**src/clbu_ram.sv**
```systemverilog
module clbu_ram #(
	parameter int WIDTH = 8,
	parameter int DEPTH = 16
) (
	input  logic                                    clk,
	input  logic                                    we,
	input  logic [(DEPTH > 1 ? $clog2(DEPTH) : 1)-1:0] waddr,
	input  logic [WIDTH-1:0]                        wdata,
	input  logic [(DEPTH > 1 ? $clog2(DEPTH) : 1)-1:0] raddr,
	output logic [WIDTH-1:0]                        rdata
);
	logic [WIDTH-1:0] mem [DEPTH];

	// One write port, one registered read port (read-first)
	always_ff @(posedge clk) begin
		if (we) begin
			mem[waddr] <= wdata;
		end
		rdata <= mem[raddr];
	end
endmodule

```
**config.mk**
```make
export PLATFORM = sky130hd
export DESIGN_NAME = clbu_ram
export DESIGN_NICKNAME = d
export VERILOG_FILES = /design/src/clbu_ram.sv
export SDC_FILE = /design/constraint.sdc
export NUM_CORES = 1
export LEC_CHECK = 0
export BUFFER_PORTS_ARGS = -buffer_cell sky130_fd_sc_hd__buf_4
export CAP_MARGIN = 20
export CORE_MARGIN = 4
export CORE_UTILIZATION = 52
export CTS_CLUSTER_SIZE = 10
export DETAILED_ROUTE_END_ITERATION = 16
export PLACE_DENSITY = 0.7
export SLEW_MARGIN = 30
export SYNTH_ARGS = -nofsm -noshare
export SYNTH_HDL_FRONTEND = slang
export SYNTH_SLANG_ARGS = --single-unit
```
**constraint.sdc**
```tcl
create_clock -name clk -period 2 [get_ports clk]
set_input_delay 0.2 -clock clk [delete_from_list [all_inputs] [get_ports clk]]
set_output_delay 0.2 -clock clk [all_outputs]
set_load 0.02 [all_outputs]
```
==> reports/metrics.cfg <==
[synthesis]
synth_common_cells = edfxtp_1 (128), mux4_2 (18), a22oi_1 (16), mux4_1 (14), nor2_1 (13)
synth_top_area_share_pct = 74.7
ys_warn_count = 0
synth_fa_ha_area_share_pct = 0
synth_cell_types = 19
synth-simple-area-share_pct = 3.18
synth.net_count = 247
synth_area_mm2 = 0.00515
syn_inst = 229
yosysMostFrequentCell = edfxtp_1
async_flop_share_pct = 0
synth_edf_count = 128
synth_area_leader_cell = edfxtp_1
synthTopCellsByArea = edfxtp_1 (75%), mux4_2 (7.9%), mux4_1 (7.1%)
yosys.area_share.xor_xnor_pct = 0
synthFlopType = edfxtp_1
synth-seq-cells = 136
postSynthAreaPerCell_um2 = 22.5
yosysSeqAreaShare_pct = 77.8
synth_compound_area_share_pct = 2.33
synth_mux_area_share_pct = 15.0
synth_top_family_by_area = multiplexers

[pwr]
p_sw_mw = 1.41
p_per_area_mw_per_mm2 = 1040
p_clk_share_pct = 45.1
internal_power_mw = 5.06
swShare_pct = 21.8
p_leak_nw = 2.12
ir_worst_vdd_mv = 0.621
combinationalPowerShare_pct = 5.3
pwr-share-seq_pct = 49.6

[critical_path]
path_cells = mux4_2, a22oi_1, nand2_1
crit_path_top_delay_cell = mux4_2
reg2reg_depth = 3
worstSetupPathType = reg2reg
path_buf_inv = 0
reg2reg_slack_ns = 0.61
worst_ep_arrival_time_ns = 1.78
worstReg2RegEnd = rdata[7]
r2r_start = mem[9][7]
cp_num_cells = 3
crit_required_ns = 2.40
cp_top_family = multiplexers
cp-end-kind = flop
setup.worst_path.start_class = flop
path_max_fanout = 1
slowest_delay_ns = 0.46

[clock_network]
cts_tree = done
cts_num_sinks = 136
path_clk_slew_ns = 0.06
clockRootBuffer = clkbuf_8
clock_latency_ns = 0.52
postCtsSetupRepairBufs = 0
cts-resized-gates = 0
clock_path_buffers = 2
h-tree-depth = 4
cts_buffers = 17

[placed_design]
port_buffers = 25
dp_hpwl_um = 6180
place_area_mm2 = 0.00557
gp_congestion = 0.783

[layout]
design_area_mm2 = 0.00621
fill_cells = 651
area_growth_pct = 20.6
fin_nets = 307
ff_latch_area_mm2 = 0.00400
final_layout_size_suffix_gt1_share_pct = 31.1
multiInputGateArea_mm2 = 0.00106
antenna_cells = 0

[sta]
period_needed_ns = 1.39
relSlewSlack_pct = 52.5
rsz0062_at_grt = false
fmax_mhz = 720
worst_pin_slew_ns = 0.710
final.period_utilization_pct = 69.5
skew_ns = 0.00791
setup_tns_ns = 0
hold_viol = 0
finalSetupViolCount = 0
final_max_slew_viol_count = 0

[global_route]
grt_pass1_vias = 2508
grt_start_max_net_pins = 33
grt_pass1_wl_um = 15300
gr-total-overflow = 0
antenna_found_initial = 0
top_usage_layer = met1
grt_usage_pct = 19.0
grt_use_met1_pct = 28.3
grt_use_met3_pct = 4.92
met2_usage_pct = 27.6

[hold_path]
hp-class = in2reg
min_from = wdata[6]
min_to = mem[11][6]
min_delay_path_depth = 1

[floorplanning]
io-pin-count = 26
start_util_pct = 53.2
die_y_um = 107
rows = 36
die-area_mm2 = 0.0116
core_mm2 = 0.00968
die_w_um = 107

[drt]
vias = 2493
routed_wl_um = 9990
drt_iter0_drc = 194
post_drt_wl_per_cell_um = 23.0
antenna_left = 0
drc = 0
via_per_inst = 5.73
first_pass_iters = 4

[status]
status = completed

[job]
drv_cap = 0

-- metrics by stage --
| step | worst slack, ns | cells | hold slack [ns] | total power, mW | utilization (%) |
|---|---|---|---|---|---|
| floorplan | 0.307 | 229 | 0.299 | 3.44 | - |
| global placement | 0.328 | 396 | 0.510 | 3.59 | 57.5 |
| detailed placement | 0.324 | 396 | 0.520 | 3.60 | 57.5 |
| finish | 0.611 | 435 | 0.0204 | 6.47 | 64.1 |
| global route | 0.535 | 435 | 0.0205 | 6.67 | 64.1 |
| CTS | 0.614 | 435 | 0.00679 | 6.53 | 64.1 |
-- cell families (layout without fill, tap and decap cells) --
logic type             Yosys count  count (layout)
muxes                           32              32
AOI/OAI and AO/OA               16              16
DFF                            136             136
and+or+nand+nor                 35              35
buffers and inverters           10              83
-- cell usage in the layout (no fill, tap or decap) --
cell	count
buf_4	43
inv_6	6
bufinv_16	1
mux4_2	18
and2b_1	1
dlygate4sd3_1	7
edfxtp_1	128
nand3b_1	2
mux4_1	14
nand2_1	9
clkbuf_16	16
clkbuf_8	2
or3b_2	1
buf_12	1
nor3_1	4
clkinvlp_4	2
inv_8	1
clkinv_4	3
nand3_1	1
nor2b_1	1
a22oi_1	16
nor2_1	13
and2_1	1
dfxtp_1	8
nand2b_1	2
clkbuf_1	1
-- how the worst max path moves through the flow --
stage,startpoint,to,slack (ns)
floorplan,waddr[2],mem[0][0],0.31
global placement,raddr[0],rdata[7],0.33
detailed placement,raddr[0],rdata[7],0.32
CTS,mem[8][7],rdata[7],0.61
global route,mem[11][7],rdata[7],0.53
finish,mem[9][7],rdata[7],0.61
-- state kept, by name, indices dropped and copies added (netlist names) --
register,cells
mem,128
rdata,8
-- power by group through the flow --
stage | logic [mW] | clock network [mW] | registers (mW)
finish | 0.342 | 2.92 | 3.21
detailed placement | 0.336 | 0 | 3.27
global route | 0.370 | 3.09 | 3.21
CTS | 0.349 | 2.97 | 3.21
floorplan | 0.162 | 0 | 3.28
global placement | 0.329 | 0 | 3.27
-- routing by layer --
| metal | up-vias | part of all wire (%) |
|---|---|---|
| met5 | - | 0 |
| met1 | 1269 | 43 |
| met3 | 7 | 8.2 |
| li1 | 1105 | - |
| met2 | 112 | 48 |
| met4 | 0 | 0.65 |
-- layout make-up --
| type | instances | area share, % |
|---|---|---|
| Clock buffer | 19 | 6.95 |
| Clock inverter | 13 | 2.18 |
| Multi-Input combinational cell | 83 | 17.0 |
| Sequential cell | 136 | 64.5 |
| Tap cell | 133 | 2.68 |
| Timing Repair Buffer | 51 | 6.65 |
-- what timing repair did --
item / CTS / global route
hold buffers: 7 / 0
setup endpoints to repair: 0 / 0
hold endpoints to repair: 112 / 0
Power figures use the tool's default switching activity.
